<file path="config.mk">
export PLATFORM = sky130hd
export DESIGN_NAME = largest_same_parity_rectangle
export DESIGN_NICKNAME = d
export VERILOG_FILES = /design/src/hw/rtl/lspr_pkg.sv /design/src/hw/rtl/largest_same_parity_rectangle.sv /design/src/hw/rtl/lspr_ram.sv /design/src/hw/rtl/lspr_loader.sv /design/src/hw/rtl/lspr_search.sv
export SDC_FILE = /design/constraint.sdc
export NUM_CORES = 1
export LEC_CHECK = 0
export BUFFER_PORTS_ARGS = -buffer_cell sky130_fd_sc_hd__buf_4
export CAP_MARGIN = 40
export CORE_ASPECT_RATIO = 1.25
export CORE_MARGIN = 2
export CORE_UTILIZATION = 40
export DETAILED_ROUTE_END_ITERATION = 12
export GPL_TIMING_DRIVEN = 0
export SKIP_LAST_GASP = 1
export SYNTH_ARGS = -nofsm -noshare
export SYNTH_HDL_FRONTEND = slang
export SYNTH_HIERARCHICAL = 1
export SYNTH_SLANG_ARGS = --single-unit
</file>
<file path="constraint.sdc">
create_clock -name clk_i -period 5.9 [get_ports clk_i]
set_clock_uncertainty 0.15 [all_clocks]
set_input_delay 1.475 -clock clk_i [delete_from_list [all_inputs] [get_ports clk_i]]
set_output_delay 1.475 -clock clk_i [all_outputs]
set_load 0.005 [all_outputs]
</file>
<file path="src/hw/rtl/lspr_pkg.sv">
package lspr_pkg;

  localparam int unsigned VALUE_W    = 16;
  localparam int unsigned SIDE_W     = 5;
  localparam int unsigned DIM_W      = 5;
  localparam int unsigned POS_W      = 4;
  localparam int unsigned AREA_W     = 9;
  localparam int unsigned MIN_DIM    = 2;
  localparam logic [SIDE_W-1:0] SIDE_RESET = 5'd16;

endpackage

</file>
<file path="src/hw/rtl/largest_same_parity_rectangle.sv">
// Channel  | Handshake                    | Payload
// ---------+------------------------------+---------------------------------------
// in       | start_i high, busy_o low     | value_i
// out      | done_o, one cycle, no stall  | found_o width_o height_o top_row_o
//          |                              | left_col_o area_o
// cfg      | cfg_valid_i and cfg_ready_o  | cfg_side_i
//
// Loading accepts one item per cycle while busy_o is low; a whole row of parity
// bits is written to the map RAM on its last item. After the last item of a
// matrix the search sequencer runs a RAM read and a window compare per tested
// (row, column, width, height) step, then presents the result; busy_o stays high
// meanwhile. Reset clears the counters and the search state and sets side to 16;
// the map needs none. The receiver cannot stall; a config write restarts the load.
module largest_same_parity_rectangle import lspr_pkg::*; #(
  parameter int unsigned MAX_SIDE = 16
) (
  input  logic                      clk_i,
  input  logic                      rst_ni,
  input  logic                      start_i,
  output logic                      busy_o,
  input  logic signed [VALUE_W-1:0] value_i,
  input  logic                      cfg_valid_i,
  output logic                      cfg_ready_o,
  input  logic [SIDE_W-1:0]         cfg_side_i,
  output logic                      done_o,
  output logic                      found_o,
  output logic [DIM_W-1:0]          width_o,
  output logic [DIM_W-1:0]          height_o,
  output logic [POS_W-1:0]          top_row_o,
  output logic [POS_W-1:0]          left_col_o,
  output logic [AREA_W-1:0]         area_o
);

  localparam int unsigned SW = $clog2(MAX_SIDE + 1);
  localparam int unsigned IW = $clog2(MAX_SIDE);
  localparam int unsigned AW = $clog2(MAX_SIDE * MAX_SIDE + 1);
  localparam int unsigned NW = (SW > SIDE_W) ? SW : SIDE_W;

  logic [SIDE_W-1:0]   side_q;
  logic [NW-1:0]       side_x;
  logic [SW-1:0]       n;
  logic                cfg_wr;
  logic                accept;
  logic                wr_en;
  logic [IW-1:0]       wr_addr;
  logic [MAX_SIDE-1:0] wr_data;
  logic                rd_en;
  logic [IW-1:0]       rd_addr;
  logic [MAX_SIDE-1:0] rd_data;
  logic                last;

  assign cfg_ready_o = !busy_o;
  assign cfg_wr      = cfg_valid_i && cfg_ready_o;
  assign accept      = start_i && !busy_o;

  assign side_x = NW'(side_q);
  assign n = (side_x == '0)            ? SW'(1) :
             (side_x > NW'(MAX_SIDE))  ? SW'(MAX_SIDE) :
                                         SW'(side_x);

  always_ff @(posedge clk_i or negedge rst_ni) begin
    if (!rst_ni) begin
      side_q <= SIDE_RESET;
    end else if (cfg_wr) begin
      side_q <= cfg_side_i;
    end
  end

  lspr_loader #(
    .MAX_SIDE (MAX_SIDE),
    .SW       (SW),
    .IW       (IW)
  ) u_loader (
    .clk_i     (clk_i),
    .rst_ni    (rst_ni),
    .clr_i     (cfg_wr),
    .accept_i  (accept),
    .bit_i     (value_i[0]),
    .n_i       (n),
    .wr_en_o   (wr_en),
    .wr_addr_o (wr_addr),
    .wr_data_o (wr_data),
    .last_o    (last)
  );

  lspr_ram #(
    .WIDTH (MAX_SIDE),
    .DEPTH (MAX_SIDE)
  ) u_map (
    .clk_i     (clk_i),
    .wr_en_i   (wr_en),
    .wr_addr_i (wr_addr),
    .wr_data_i (wr_data),
    .rd_en_i   (rd_en),
    .rd_addr_i (rd_addr),
    .rd_data_o (rd_data)
  );

  lspr_search #(
    .MAX_SIDE (MAX_SIDE),
    .SW       (SW),
    .IW       (IW),
    .AW       (AW)
  ) u_search (
    .clk_i      (clk_i),
    .rst_ni     (rst_ni),
    .go_i       (last),
    .n_i        (n),
    .rd_en_o    (rd_en),
    .rd_addr_o  (rd_addr),
    .rd_data_i  (rd_data),
    .busy_o     (busy_o),
    .done_o     (done_o),
    .found_o    (found_o),
    .width_o    (width_o),
    .height_o   (height_o),
    .top_row_o  (top_row_o),
    .left_col_o (left_col_o),
    .area_o     (area_o)
  );

endmodule

</file>
<file path="src/hw/rtl/lspr_ram.sv">
module lspr_ram #(
  parameter int unsigned WIDTH = 16,
  parameter int unsigned DEPTH = 16
) (
  input  logic                     clk_i,
  input  logic                     wr_en_i,
  input  logic [$clog2(DEPTH)-1:0] wr_addr_i,
  input  logic [WIDTH-1:0]         wr_data_i,
  input  logic                     rd_en_i,
  input  logic [$clog2(DEPTH)-1:0] rd_addr_i,
  output logic [WIDTH-1:0]         rd_data_o
);

  logic [WIDTH-1:0] mem_q [DEPTH];

  always_ff @(posedge clk_i) begin
    if (wr_en_i) begin
      mem_q[wr_addr_i] <= wr_data_i;
    end
    if (rd_en_i) begin
      rd_data_o <= mem_q[rd_addr_i];
    end
  end

endmodule

</file>
<file path="src/hw/rtl/lspr_loader.sv">
module lspr_loader import lspr_pkg::*; #(
  parameter int unsigned MAX_SIDE = 16,
  parameter int unsigned SW       = $clog2(MAX_SIDE + 1),
  parameter int unsigned IW       = $clog2(MAX_SIDE)
) (
  input  logic                clk_i,
  input  logic                rst_ni,
  input  logic                clr_i,
  input  logic                accept_i,
  input  logic                bit_i,
  input  logic [SW-1:0]       n_i,
  output logic                wr_en_o,
  output logic [IW-1:0]       wr_addr_o,
  output logic [MAX_SIDE-1:0] wr_data_o,
  output logic                last_o
);

  logic [IW-1:0]       r_q, r_d;
  logic [IW-1:0]       c_q, c_d;
  logic [MAX_SIDE-1:0] rowbuf_q;
  logic [MAX_SIDE-1:0] row_now;
  logic                last_col;
  logic                last_row;

  always_comb begin
    row_now      = rowbuf_q;
    row_now[c_q] = bit_i;
  end

  assign last_col  = SW'(c_q) == n_i - SW'(1);
  assign last_row  = SW'(r_q) == n_i - SW'(1);
  assign wr_en_o   = accept_i && last_col;
  assign wr_addr_o = r_q;
  assign wr_data_o = row_now;
  assign last_o    = accept_i && last_col && last_row;

  always_comb begin
    r_d = r_q;
    c_d = c_q;
    if (clr_i) begin
      r_d = '0;
      c_d = '0;
    end else if (accept_i) begin
      if (last_col) begin
        c_d = '0;
        r_d = last_row ? '0 : r_q + IW'(1);
      end else begin
        c_d = c_q + IW'(1);
      end
    end
  end

  always_ff @(posedge clk_i or negedge rst_ni) begin
    if (!rst_ni) begin
      r_q <= '0;
      c_q <= '0;
    end else begin
      r_q <= r_d;
      c_q <= c_d;
    end
  end

  always_ff @(posedge clk_i) begin
    if (accept_i) begin
      rowbuf_q <= row_now;
    end
  end

endmodule

</file>
<file path="src/hw/rtl/lspr_search.sv">
module lspr_search import lspr_pkg::*; #(
  parameter int unsigned MAX_SIDE = 16,
  parameter int unsigned SW       = $clog2(MAX_SIDE + 1),
  parameter int unsigned IW       = $clog2(MAX_SIDE),
  parameter int unsigned AW       = $clog2(MAX_SIDE * MAX_SIDE + 1)
) (
  input  logic                clk_i,
  input  logic                rst_ni,
  input  logic                go_i,
  input  logic [SW-1:0]       n_i,
  output logic                rd_en_o,
  output logic [IW-1:0]       rd_addr_o,
  input  logic [MAX_SIDE-1:0] rd_data_i,
  output logic                busy_o,
  output logic                done_o,
  output logic                found_o,
  output logic [DIM_W-1:0]    width_o,
  output logic [DIM_W-1:0]    height_o,
  output logic [POS_W-1:0]    top_row_o,
  output logic [POS_W-1:0]    left_col_o,
  output logic [AREA_W-1:0]   area_o
);

  localparam int unsigned XW = SW + 1;

  typedef enum logic [1:0] {
    S_IDLE,
    S_READ,
    S_CHECK,
    S_DONE
  } state_e;

  state_e        state_q;
  logic [SW-1:0] n_q;
  logic [IW-1:0] r_q, c_q, rrow_q;
  logic [SW-1:0] w_q, h_q;
  logic [AW-1:0] acc_q;
  logic          p_q;
  logic [SW-1:0] best_w_q, best_h_q;
  logic [IW-1:0] best_r_q, best_c_q;
  logic [AW-1:0] best_area_q;

  logic [MAX_SIDE-1:0] mask;
  logic [XW-1:0]       c_x, w_x, r_x, n_x, hi_x;
  logic                p_cur, ok, better, grow, w_fit, c_fit, r_fit;
  logic [AW-1:0]       area_nx;

  assign c_x  = XW'(c_q);
  assign w_x  = XW'(w_q);
  assign r_x  = XW'(r_q);
  assign n_x  = XW'(n_q);
  assign hi_x = c_x + w_x;

  always_comb begin
    for (int i = 0; i < MAX_SIDE; i++) begin
      mask[i] = (XW'(i) >= c_x) && (XW'(i) < hi_x);
    end
  end

  assign p_cur   = (h_q == SW'(1)) ? rd_data_i[c_q] : p_q;
  assign ok      = ((rd_data_i ^ {MAX_SIDE{p_cur}}) & mask) == '0;
  assign area_nx = acc_q + AW'(w_q);
  assign better  = ok && (h_q >= SW'(MIN_DIM)) && (area_nx > best_area_q);
  assign grow    = ok && (XW'(rrow_q) + XW'(1) < n_x);
  assign w_fit   = hi_x + XW'(1) <= n_x;
  assign c_fit   = c_x + XW'(MIN_DIM + 1) <= n_x;
  assign r_fit   = r_x + XW'(MIN_DIM + 1) <= n_x;

  assign rd_en_o   = state_q == S_READ;
  assign rd_addr_o = rrow_q;
  assign busy_o    = state_q != S_IDLE;

  always_ff @(posedge clk_i or negedge rst_ni) begin
    if (!rst_ni) begin
      state_q     <= S_IDLE;
      n_q         <= '0;
      r_q         <= '0;
      c_q         <= '0;
      rrow_q      <= '0;
      w_q         <= '0;
      h_q         <= '0;
      acc_q       <= '0;
      p_q         <= 1'b0;
      best_w_q    <= '0;
      best_h_q    <= '0;
      best_r_q    <= '0;
      best_c_q    <= '0;
      best_area_q <= '0;
      done_o      <= 1'b0;
      found_o     <= 1'b0;
      width_o     <= '0;
      height_o    <= '0;
      top_row_o   <= '0;
      left_col_o  <= '0;
      area_o      <= '0;
    end else begin
      done_o <= 1'b0;
      case (state_q)
        S_IDLE: begin
          if (go_i) begin
            n_q         <= n_i;
            r_q         <= '0;
            c_q         <= '0;
            rrow_q      <= '0;
            w_q         <= SW'(MIN_DIM);
            h_q         <= SW'(1);
            acc_q       <= '0;
            best_w_q    <= '0;
            best_h_q    <= '0;
            best_r_q    <= '0;
            best_c_q    <= '0;
            best_area_q <= '0;
            state_q     <= (n_i >= SW'(MIN_DIM)) ? S_READ : S_DONE;
          end
        end
        S_READ: begin
          state_q <= S_CHECK;
        end
        S_CHECK: begin
          p_q <= p_cur;
          if (better) begin
            best_w_q    <= w_q;
            best_h_q    <= h_q;
            best_r_q    <= r_q;
            best_c_q    <= c_q;
            best_area_q <= area_nx;
          end
          if (grow) begin
            h_q     <= h_q + SW'(1);
            rrow_q  <= rrow_q + IW'(1);
            acc_q   <= area_nx;
            state_q <= S_READ;
          end else if (w_fit) begin
            w_q     <= w_q + SW'(1);
            h_q     <= SW'(1);
            rrow_q  <= r_q;
            acc_q   <= '0;
            state_q <= S_READ;
          end else if (c_fit) begin
            c_q     <= c_q + IW'(1);
            w_q     <= SW'(MIN_DIM);
            h_q     <= SW'(1);
            rrow_q  <= r_q;
            acc_q   <= '0;
            state_q <= S_READ;
          end else if (r_fit) begin
            r_q     <= r_q + IW'(1);
            c_q     <= '0;
            w_q     <= SW'(MIN_DIM);
            h_q     <= SW'(1);
            rrow_q  <= r_q + IW'(1);
            acc_q   <= '0;
            state_q <= S_READ;
          end else begin
            state_q <= S_DONE;
          end
        end
        S_DONE: begin
          done_o     <= 1'b1;
          found_o    <= best_area_q != '0;
          width_o    <= DIM_W'(best_w_q);
          height_o   <= DIM_W'(best_h_q);
          top_row_o  <= POS_W'(best_r_q);
          left_col_o <= POS_W'(best_c_q);
          area_o     <= AREA_W'(best_area_q);
          state_q    <= S_IDLE;
        end
        default: begin
          state_q <= S_IDLE;
        end
      endcase
    end
  end

`ifndef NO_ASSERTIONS
  a_best_area_product: assert property (@(posedge clk_i) disable iff (!rst_ni)
    (2*SW)'(best_area_q) == (2*SW)'(best_w_q) * (2*SW)'(best_h_q))
    else $error("best area differs from width times height");

  a_acc_tracks_height: assert property (@(posedge clk_i) disable iff (!rst_ni)
    state_q == S_CHECK |->
      (2*SW)'(acc_q) == (2*SW)'(w_q) * ((2*SW)'(h_q) - (2*SW)'(1)))
    else $error("area accumulator out of step with height");

  a_window_in_range: assert property (@(posedge clk_i) disable iff (!rst_ni)
    state_q == S_CHECK |-> (hi_x <= n_x) && (XW'(rrow_q) < n_x))
    else $error("window leaves the loaded matrix");

  a_done_single: assert property (@(posedge clk_i) disable iff (!rst_ni)
    done_o |=> !done_o)
    else $error("result strobe longer than one cycle");

  a_found_area: assert property (@(posedge clk_i) disable iff (!rst_ni)
    done_o |-> (found_o == (area_o != '0)))
    else $error("found flag disagrees with area");
`endif

endmodule
</file>
==> metrics.md, run 1 <==
| Metric | Value |
|---|---|
| Setup violators final | 0 |
| Vias in the first global route | 11136 |
| Crit-path most repeated cell | buf_2 |
| Core area | 0.04591 sq mm |
| CP endpoint kind | register |
| Final std cells w/o fill | 2009 |
| Hold_buf cts | 0 |
| Final wirelength | 41720 microns |
| Sequential share of power | 49.1% |
| Syn-to-layout area delta | 14.90% |
| Final instance area | 0.02125 sq mm |
| Place WS | -0.1142 ns |
| Initial drt markers | 523 |
| Final hold viol count | 0 |
| CP Class | register to register |
| Startpoint Class | register |
| Final WS setup | 0.2587 ns |
| Tcrit/Tclk final | 95.62% |
| Power per cell area | 294.9 mW/mm^2 |
| Mean Syn Cell Area | 14.38 sq um |
| Pleak | 0.008202 uW |
| Htree depth | 2 |
| Final worst path period need | 5.641 ns |
| Later-pin clock latency in the skew report | 0.59 ns |
| # Max-Cap Violations | 0 |
| Placed cells | 1932 |
| Post-synth EDFFs | 288 |
| Post-CTS Setup Inserts | 0 |
| CP peak stage delay | 0.52 ns |
| DR vias | 10947 |
| DR WL/cell | 20.76 microns |
| Hold/Removal Path Class | register to register |
| Yosys cell types | 85 |
| DP Area | 0.01986 sq mm |
| CTS Buf Count | 42 |
| Vias per cell | 5.449 |
| Int Pwr | 4731 uW |
| CP max stage cell | dfrtp_1 |
| Switch share | 24.49% |
| Clock root cell | clkbuf_16 |
| Drt first pass iters | 5 |
| Layout cell share with drive strength beyond 1 | 20.79% |
| Top post-synthesis cells by area | edfxtp_1, dfrtp_1, mux4_2 |
| Fmax | 177.3 MHz |
| Switching Power | 1534 uW |
| DP HPWL | 29530 microns |
| Peak VDD IR | 0.0002150 V |
| Io pins | 56 |
| Clk sinks | 396 |
| Family with the most delay on the worst path | compound AO/OA/AOI/OAI gates |
| Fin. max-slew vios | 0 |
| Mapped Nets | 1369 |
| Ant. Diodes | 0 |
| Max_slew headroom | 41.66% |
| Clock Path Buffers | 3 |
| Status | finished clean |
| # rows | 88 |
| Port buffer count | 40 |
| Yosys synthesis warning count | 6 |
| Grt ovf | 0 |
| Largest net degree at the start of global routing | 86 |
| Synthesized area | 0.01849 sq mm |
| Clock share of power | 41.6% |
| GR Util All Layers | 17.73% |
| Synth Register Bits | 396 |
| Die X | 196.3 microns |
| Initial antenna violation count | 0 |
| RSZ-0062 raised after global routing | no |
| First-pass GRT wire length | 65030 microns |
| Comb pwr share | 9.3% |
| Hold Slack | 0.3299 ns |
| # nets final | 1475 |
| Final Wtd Congestion | 0.9001 |
| Post-route DRC | 0 |
| CP required | 6.19 ns |
| Sequential fraction of the synthesis area | 61.39% |
| Most common flop cell mapped by yosys | edfxtp_1 |
| Cell Chain, Critical Path | ha_1, fa_1, buf_2, xnor2_2, nor3_1, xnor2_1, ha_1, a21oi_1, nor2b_1, o31ai_1, and4_1, a211oi_2, and3_1, buf_2, a21o_1, buf_2, a22o_1 |
| Asr flop ratio synth | 27.27% |
| Post-synth top area share | 46.77% |
| Post-DRT Antenna Nets | 0 |
| WP buf/inv | 3 |
| Die height | 244.4 microns |
| Die ar. | 0.04798 sq mm |
| TritonCTS clock tree | built |
| Clk slew on worst S/H paths | 0.07 ns |
| Area leader, netlist | edfxtp_1 |
| Post-Synthesis Cells | 1286 |
| Worst-Margin Slew | 0.8704 ns |
| Critical-path maximum fanout | 10 |
| CP Data Arrival Time | 5.93 ns |
| Initial core utilization | 40.28% |
[state kept, by name, indices dropped and copies added, names as in the netlist, 9 cells and up]
signal	cells
u_search/acc_q	9
u_map/mem_q	256
u_search/area_o	9
u_search/best_area_q	9
u_loader/rowbuf_q	16
u_map/rd_data_o	16
[cells in the mapped netlist (4+ instances only)]
master    number
nand3b_1       5
a221o_1        5
o22ai_1        4
nand2b_1      10
mux2_4         6
or2_2          5
buf_6         11
buf_2         13
inv_1         54
and2_1         5
a22oi_1       35
or3_1          4
dfrtp_1      107
mux4_2        55
nand4_1       10
clkbuf_1      33
a31oi_1        8
ha_1          56
xor2_1         9
nor2_1        42
nor4_1         6
o32ai_1        5
buf_4          5
buf_1          5
nand3_1       33
and3_1        10
mux2i_1       38
nor2b_1       19
nor3_1        15
a211oi_1       5
o21ai_0       28
a21o_1         7
a22o_1        10
xnor2_1       30
o21a_1         8
nand2_1      141
mux4_1        10
mux2_2        36
edfxtp_1     288
o41ai_1        7
a21oi_1       31
or4_1          5
a211o_1        5
[layout make-up]
cell class / instances / area, sq um
Clock buffer: 52 / 1119
Buffer: 68 / 382.9
Multi-Input combinational cell: 767 / 6616
Fill cell: 4059 / 24670
Inverter: 55 / 206.4
Timing Repair Buffer: 62 / 594.3
Tap cell: 585 / 732.0
Clock inverter: 24 / 245.2
Sequential cell: 396 / 11350
[metal layers]
| metal | global-route usage, % | routed length, microns | vias to the layer above |
|---|---|---|---|
| met5 | 0 | 0 | - |
| met2 | 31.23 | 21540 | 221 |
| met3 | 2.786 | 1475 | 91 |
| met1 | 21.33 | 16900 | 5498 |
| met4 | 8.133 | 1792 | 0 |
| li1 | - | - | 5137 |
[power groups by stage]
stage,registers [uW],logic [uW],clock network [uW]
final,3080,584,2610
after global routing,3080,643,2790
after CTS,3080,588,2690
after detailed placement,3130,585,0
after global placement,3130,571,0
after floorplan,3120,408,0
[final timing paths]
| kind | startpoint | cells after the start | to | slack [ns] |
|---|---|---|---|---|
| max in group asynchronous | rst_ni | 2 | u_search/area_o[5]$_DFFE_PN0P_ | 4.23 |
| min in group asynchronous | rst_ni | 1 | u_loader/c_q[2]$_DFFE_PN0P_ | 0.59 |
| setup / recovery | u_search/c_q[0]$_DFFE_PN0P_ | 17 | u_search/acc_q[3]$_DFFE_PN0P_ | 0.26 |
| setup reg to reg | u_search/c_q[0]$_DFFE_PN0P_ | 17 | u_search/acc_q[3]$_DFFE_PN0P_ | 0.26 |
| hold / removal | u_search/p_q$_DFFE_PN0P_ | 2 | u_search/p_q$_DFFE_PN0P_ | 0.33 |
| hold reg to reg | u_search/p_q$_DFFE_PN0P_ | 2 | u_search/p_q$_DFFE_PN0P_ | 0.33 |
[worst min-delay path, stage by stage, from the launching register on]
cell,delay [ns]
dfrtp_1,0.34
nand2_1,0.05
nand2_1,0.06
[cells by family after synthesis]
| logic type | share of synthesized area [%] |
|---|---|
| xor gates and xnor gates | 2.185 |
| muxes | 12.92 |
| adders and majority gates | 4.005 |
| buffers and inverters | 3.187 |
| AOI/OAI and AO/OA | 7.794 |
| and+or+nand+nor | 8.525 |
| DFF | 61.39 |
[through the flow]
stage	setup TNS [ns]	total power, uW	util (%)
after global placement	-57.20	3704	42.53
final	0	6266	46.28
after floorplan	0	3529	-
after detailed placement	-1.052	3718	43.26
after CTS	0	6350	46.24
after global routing	0	6511	46.28
[placed cells by master, fill, tap and decap left out, types with 13 or more instances in the layout]
master,n
edfxtp_1,288
dfrtp_1,107
xnor2_1,29
clkbuf_16,42
a21oi_1,31
buf_6,16
o21ai_0,28
nor2b_1,18
mux2i_1,38
ha_1,56
buf_2,13
mux2_2,36
nand3_1,33
mux4_2,55
nor2_1,30
nand2_1,141
a22oi_1,35
buf_4,49
clkbuf_1,40
inv_1,54
[repair_timing]
| item | CTS | global route |
|---|---|---|
| resized for setup | 1 | 1 |
| setup endpoints to repair | 10 | 10 |
| pin swaps | 0 | 0 |
| endpoints found under the hold margin | 0 | 0 |
| gates cloned | 0 | 0 |
(Power assumes the default switching activity.)
==> inputs of run 2 (changes only) <==
--- a/config.mk
+++ b/config.mk
@@ -7,11 +7,14 @@
 export LEC_CHECK = 0
 export BUFFER_PORTS_ARGS = -buffer_cell sky130_fd_sc_hd__buf_4
 export CAP_MARGIN = 40
+export CELL_PAD_IN_SITES_DETAIL_PLACEMENT = 0
+export CELL_PAD_IN_SITES_GLOBAL_PLACEMENT = 1
 export CORE_ASPECT_RATIO = 1.25
 export CORE_MARGIN = 2
 export CORE_UTILIZATION = 40
 export DETAILED_ROUTE_END_ITERATION = 12
 export GPL_TIMING_DRIVEN = 0
+export PLACE_DENSITY_LB_ADDON = 0.1
 export SKIP_LAST_GASP = 1
 export SYNTH_ARGS = -nofsm -noshare
 export SYNTH_HDL_FRONTEND = slang
==> run 2 against run 1 <==
  * Register-to-register slack improved by 0.05 ns
  * Design area decreased by 0.14%
  * Critical path type unchanged
  * Clock power decreased by 2%
  * Critical endpoint is now u_search/acc_q[7]$_DFFE_PN0P_
  * Count of clock-buffer cells in the layout increased by 1
  * Sequential cell count unchanged
  * Critical path depth unchanged
  * Worst setup slack improved by 0.054 ns
  * Core utilization decreased by 0.063 points
  * First-iteration DRC count increased by 12%
  * Die area unchanged
  * Sequential power about the same
  * Global-route usage increased by 1.4 points
==> metrics.md, run 2 (same netlist as run 1, synthesis figures left out) <==
| Metric | Value |
|---|---|
| Status | finished clean |
| Largest register FFs | 256 |
| Final wirelength | 44630 microns |
| Clk slew on worst S/H paths | 0.07 ns |
| Final instance area | 0.02122 sq mm |
| Port buffer count | 40 |
| Vias per cell | 5.420 |
| Top reg by flops | u_map/mem_q |
| Final hold viol count | 0 |
| Switch share | 23.90% |
| DR vias | 10877 |
| First-pass GRT wire length | 68730 microns |
| DP Area | 0.01990 sq mm |
| Drt first pass iters | 5 |
| DP HPWL | 31760 microns |
| Int Pwr | 4724 uW |
| CP required | 6.21 ns |
| Largest registers | u_map/mem_q (256), u_loader/rowbuf_q (16), u_map/rd_data_o (16) |
| Grt ovf | 0 |
| Hold/Removal Path Class | register to register |
| Initial drt markers | 587 |
| TritonCTS clock tree | built |
| Core area | 0.04591 sq mm |
| Sequential share of power | 49.6% |
| DR WL/cell | 22.23 microns |
| Die height | 244.4 microns |
| Resize count post-CTS | 0 |
| Place WS | 0.1994 ns |
| Final WS setup | 0.3130 ns |
| Hold_buf cts | 0 |
| CP endpoint kind | register |
| Clock Path Buffers | 3 |
| # nets final | 1476 |
| Post-CTS Setup Inserts | 0 |
| GR Util All Layers | 19.11% |
| Tcrit/Tclk final | 94.69% |
| Htree depth | 2 |
| Most frequent cells in the layout | edfxtp_1, nand2_1, dfrtp_1 |
| Final Wtd Congestion | 0.8437 |
| Initial antenna violation count | 0 |
| Fmax | 179.0 MHz |
| Critical-path maximum fanout | 10 |
| Area of the multi-input gates | 0.006604 sq mm |
| Max_slew headroom | 43.86% |
| Power per cell area | 292.6 mW/mm^2 |
| Clock root cell | clkbuf_16 |
| Post-DRT Antenna Nets | 0 |
| Largest net degree at the start of global routing | 88 |
| # Max-Cap Violations | 0 |
| CP Class | register to register |
| Io pins | 56 |
| Initial core utilization | 40.28% |
| Comb pwr share | 9.4% |
| Post-route DRC | 0 |
| Pleak | 0.008180 uW |
| Setup violators final | 0 |
| Startpoint Class | register |
| Ant. Diodes | 0 |
| Vias in the first global route | 11145 |
| Die ar. | 0.04798 sq mm |
| CTS Buf Count | 41 |
| Clk sinks | 396 |
| CP Data Arrival Time | 5.89 ns |
| Fillers | 4120 |
| Total power draw | 6208 uW |
| Storage element area | 0.01135 sq mm |
| RSZ-0062 raised after global routing | no |
| Layout cell share with drive strength beyond 1 | 20.18% |
| Fin. max-slew vios | 0 |
| Syn-to-layout area delta | 14.74% |
| Switching Power | 1484 uW |
| Peak VDD IR | 0.0002567 V |
| Worst-Margin Slew | 0.8362 ns |
| Final worst path period need | 5.587 ns |
| Commonest non-fill, non-tap cell in the layout | edfxtp_1 |
| # rows | 88 |
| Later-pin clock latency in the skew report | 0.59 ns |
| Die X | 196.3 microns |
| Clock share of power | 41.0% |
==> run 2: path summary, 6_finish.rpt <==
check / start / end / slack, ns / depth (start not counted)
worst max-delay path: u_search/c_q[0]$_DFFE_PN0P_ / u_search/acc_q[7]$_DFFE_PN0P_ / 0.31 / 17
worst min-delay path: u_search/area_o[3]$_DFFE_PN0P_ / u_search/area_o[3]$_DFFE_PN0P_ / 0.32 / 2
worst max register to register: u_search/c_q[0]$_DFFE_PN0P_ / u_search/acc_q[7]$_DFFE_PN0P_ / 0.31 / 17
worst min register to register: u_search/area_o[3]$_DFFE_PN0P_ / u_search/area_o[3]$_DFFE_PN0P_ / 0.32 / 2
max in group asynchronous: rst_ni / u_search/area_o[8]$_DFFE_PN0P_ / 4.26 / 2
min in group asynchronous: rst_ni / side_q[0]$_DFFE_PN0P_ / 0.62 / 1
==> run 2: area by class of cell <==
| cell class | count | area share (%) |
|---|---|---|
| Clock inverter | 19 | 1.002 |
| Timing Repair Buffer | 64 | 2.954 |
| Multi-Input combinational cell | 767 | 31.12 |
| Sequential cell | 396 | 53.50 |
| Inverter | 55 | 0.9729 |
| Clock buffer | 53 | 5.195 |
| Tap cell | 585 | 3.449 |
| Buffer | 68 | 1.804 |
==> run 2: critical path, cell delays in order (launching register included) <==
cell and delay, ns:
dfrtp_1 0.49, ha_1 0.31, fa_1 0.36, buf_2 0.19
xnor2_1 0.70, nor3_1 0.29, xnor2_1 0.22, ha_1 0.31
a21oi_1 0.13, nor2b_1 0.06, o31ai_1 0.49, and4_1 0.45
a211oi_1 0.10, and3_1 0.17, buf_2 0.19, a21o_1 0.32
buf_2 0.26, a22o_1 0.27
==> run 2: power by group through the flow <==
stage	registers [uW]	logic, uW	clock network (uW)
CTS	3080	596	2630
finish	3080	585	2550
global route	3080	649	2730
detailed placement	3130	593	0
floorplan	3120	408	0
global placement	3130	582	0
==> run 2: metal layers <==
| layer | up-vias | share of wire (%) | GRT usage (%) | routed length [microns] |
|---|---|---|---|---|
| met1 | 5474 | 40 | 22.31 | 17710 |
| met4 | 0 | 3.5 | 8.155 | 1562 |
| met2 | 202 | 54 | 35.22 | 23920 |
| met5 | - | 0 | 0 | 0 |
| li1 | 5125 | - | - | - |
| met3 | 76 | 3.2 | 2.345 | 1438 |
==> run 2: per-stage QoR <==
stage               instances  TNS, ns  util, %  hold slack, ns
finish                   2007        0    46.21          0.3247
global placement         1911   -89.89    42.53          0.3138
global route             2007        0    46.21          0.3683
detailed placement       1935        0    43.35          0.3202
CTS                      2007        0    46.21          0.3338
floorplan                1286        0        -          0.2965
==> inputs of run 3 (changes only) <==
--- a/config.mk
+++ b/config.mk
@@ -7,7 +7,7 @@
 export LEC_CHECK = 0
 export BUFFER_PORTS_ARGS = -buffer_cell sky130_fd_sc_hd__buf_4
 export CAP_MARGIN = 40
-export CELL_PAD_IN_SITES_DETAIL_PLACEMENT = 0
+export CELL_PAD_IN_SITES_DETAIL_PLACEMENT = 1
 export CELL_PAD_IN_SITES_GLOBAL_PLACEMENT = 1
 export CORE_ASPECT_RATIO = 1.25
 export CORE_MARGIN = 2
==> run 3 against run 2 <==
  * First-iteration DRC count down 0.34%
  * Final cell count up 0.30%
  * Hold slack about the same
  * Global-route usage up 0.84 points
  * Design area up 0.48%
  * Worst setup slack better by 0.11 ns
  * Sequential power about the same
  * Critical endpoint is now u_search/acc_q[6]$_DFFE_PN0P_
  * Largest cell class unchanged
  * Largest power group unchanged
==> metrics.md, run 3 (same netlist as run 1, synthesis figures left out) <==
| Metric | Value |
|---|---|
| Worst-Margin Slew | 0.8814 ns |
| Clock Path Buffers | 3 |
| CP max stage cell | fa_1 |
| Reg2reg setup slack | 0.42 ns |
| Clock root cell | clkbuf_16 |
| Final std cells w/o fill | 2013 |
| Worst hold path depth | 2 |
| Port buffer count | 40 |
| Clk sinks | 396 |
| Initial drt markers | 585 |
| TritonCTS clock tree | built |
| Power per cell area | 297.8 mW/mm^2 |
| Worst r2r dst | u_search/acc_q[6]$_DFFE_PN0P_ |
| DR WL/cell | 23.00 microns |
| Syn-to-layout area delta | 15.29% |
| Fillers | 4572 |
| Die X | 196.3 microns |
| Die height | 244.4 microns |
| Most frequent cells in the layout | edfxtp_1, nand2_1, dfrtp_1 |
| Clk slew on worst S/H paths | 0.06 ns |
| RSZ-0062 raised after global routing | no |
| Fin. max-slew vios | 0 |
| Pleak | 0.008235 uW |
| Layout cell share with drive strength beyond 1 | 21.01% |
| # nets final | 1478 |
| Drt first pass iters | 5 |
| Final worst path period need | 5.476 ns |
| Final instance area | 0.02132 sq mm |
| Tcrit/Tclk final | 92.82% |
| CP required | 6.20 ns |
| Initial core utilization | 40.28% |
| Initial antenna violation count | 0 |
| Worst Hold Launch | u_search/area_o[3]$_DFFE_PN0P_ |
| R2R cell count | 16 |
| Worst Hold Path EP | u_search/area_o[3]$_DFFE_PN0P_ |
| First-pass GRT wire length | 72110 microns |
| Max_slew headroom | 41.03% |
| Grt ovf | 0 |
| Cell Chain, Critical Path | ha_1, fa_1, inv_1, nor3_1, xnor2_1, ha_1, a21oi_1, nor2b_1, o31ai_1, and4_1, a211oi_1, and3_1, buf_2, a21o_1, buf_2, a22o_1 |
| Startpoint Class | register |
| # rows | 88 |
| Status | finished clean |
| Fmax | 182.6 MHz |
| DP HPWL | 33170 microns |
| Final wirelength | 46290 microns |
| Hold/Removal Path Class | register to register |
| Worst r2r src | u_search/c_q[0]$_DFFE_PN0P_ |
| Core area | 0.04591 sq mm |
| DP Area | 0.01990 sq mm |
| Vias in the first global route | 11880 |
| Largest registers | u_map/mem_q (256), u_loader/rowbuf_q (16), u_map/rd_data_o (16) |
| Critical-path maximum fanout | 10 |
| CP Data Arrival Time | 5.78 ns |
| Placed cells | 1935 |
| Commonest non-fill, non-tap cell in the layout | edfxtp_1 |
| Peak VDD IR | 0.0002753 V |
| Top reg by flops | u_map/mem_q |
| Final Wtd Congestion | 0.8437 |
| DR vias | 11176 |
| CP Class | register to register |
| Setup violators final | 0 |
| Post-DRT Antenna Nets | 0 |
| Htree depth | 2 |
| CP peak stage delay | 0.68 ns |
| Hold_buf cts | 0 |
| Vias per cell | 5.552 |
| Later-pin clock latency in the skew report | 0.58 ns |
| # Max-Cap Violations | 0 |
| Io pins | 56 |
| Die ar. | 0.04798 sq mm |
| Largest register FFs | 256 |
| CTS Buf Count | 43 |
| CP endpoint kind | register |
| Final hold viol count | 0 |
| Ant. Diodes | 0 |
| Post-route DRC | 0 |
| Setup_tns | 0 ns |
| GR Util All Layers | 19.95% |
| Hold Slack | 0.3243 ns |
| Largest net degree at the start of global routing | 88 |
[run 3: changes by cell type in the layout (fill, tap and decap cells not counted), sizes merged]
cell,delta
clkinv,+6
clkbuf,-4
clkinvlp,+3
bufinv,+1
[run 3: through the flow]
| step | utilization (%) | setup WS [ns] | total power, uW |
|---|---|---|---|
| final | 46.44 | 0.4235 | 6349 |
| after global routing | 46.44 | 0.2444 | 6600 |
| after CTS | 46.42 | 0.1321 | 6445 |
| after detailed placement | 43.35 | 0.1514 | 3734 |
| after global placement | 42.53 | -1.257 | 3716 |
| after floorplan | - | 0.7464 | 3529 |
[run 3: area by class of cell]
cell class | instances | area (sq um) | share of cell area (%)
flip-flops and latches | 396 | 11350 | 53.25
multi-input cells | 767 | 6611 | 31.01
clock buffers | 49 | 1109 | 5.200
well taps | 585 | 732.0 | 3.433
repair buffers | 64 | 626.9 | 2.940
plain buffers | 68 | 382.9 | 1.796
clock inverters | 29 | 300.3 | 1.408
inverters | 55 | 206.4 | 0.9683
[run 3: repair_timing]
item,CTS,global route
setup endpoints to repair,0,7
resized for setup,0,1
buffers inserted,0,0
[run 3: worst max-delay path by stage]
stage | from | to | slack [ns]
3_3_place_gp | start_i | u_map/mem_q[0][10]$_DFFE_PP_ | -1.26
5_1_grt | u_search/c_q[0]$_DFFE_PN0P_ | u_search/acc_q[6]$_DFFE_PN0P_ | 0.24
6_report | u_search/c_q[0]$_DFFE_PN0P_ | u_search/acc_q[6]$_DFFE_PN0P_ | 0.42
3_5_place_dp | u_search/c_q[0]$_DFFE_PN0P_ | u_search/acc_q[6]$_DFFE_PN0P_ | 0.15
2_1_floorplan | start_i | u_map/mem_q[0][0]$_DFFE_PP_ | 0.75
4_1_cts | u_search/c_q[0]$_DFFE_PN0P_ | u_search/acc_q[6]$_DFFE_PN0P_ | 0.13
[run 3: routing by layer]
metal	routed length [microns]	global-route usage [%]
met1	18210	22.90
met2	25080	37.36
met3	1454	2.965
met4	1556	7.375
met5	0	0
[run 3: critical path: cells and delay by family (launching register included)]
| family | cells | cell delay, ns |
|---|---|---|
| and+or+nand+nor | 4 | 1.27 |
| DFF | 1 | 0.49 |
| adders and majority gates | 3 | 1.30 |
| AOI/OAI and AO/OA | 5 | 1.38 |
| buffers and inverters | 3 | 0.60 |
| xor gates and xnor gates | 1 | 0.18 |
[run 3: power by group]
| group | total [uW] | internal [uW] | switching (uW) |
|---|---|---|---|
| clock network | 2680 | 1540 | 1140 |
| registers | 3080 | 3040 | 35.0 |
| logic | 593 | 224 | 369 |
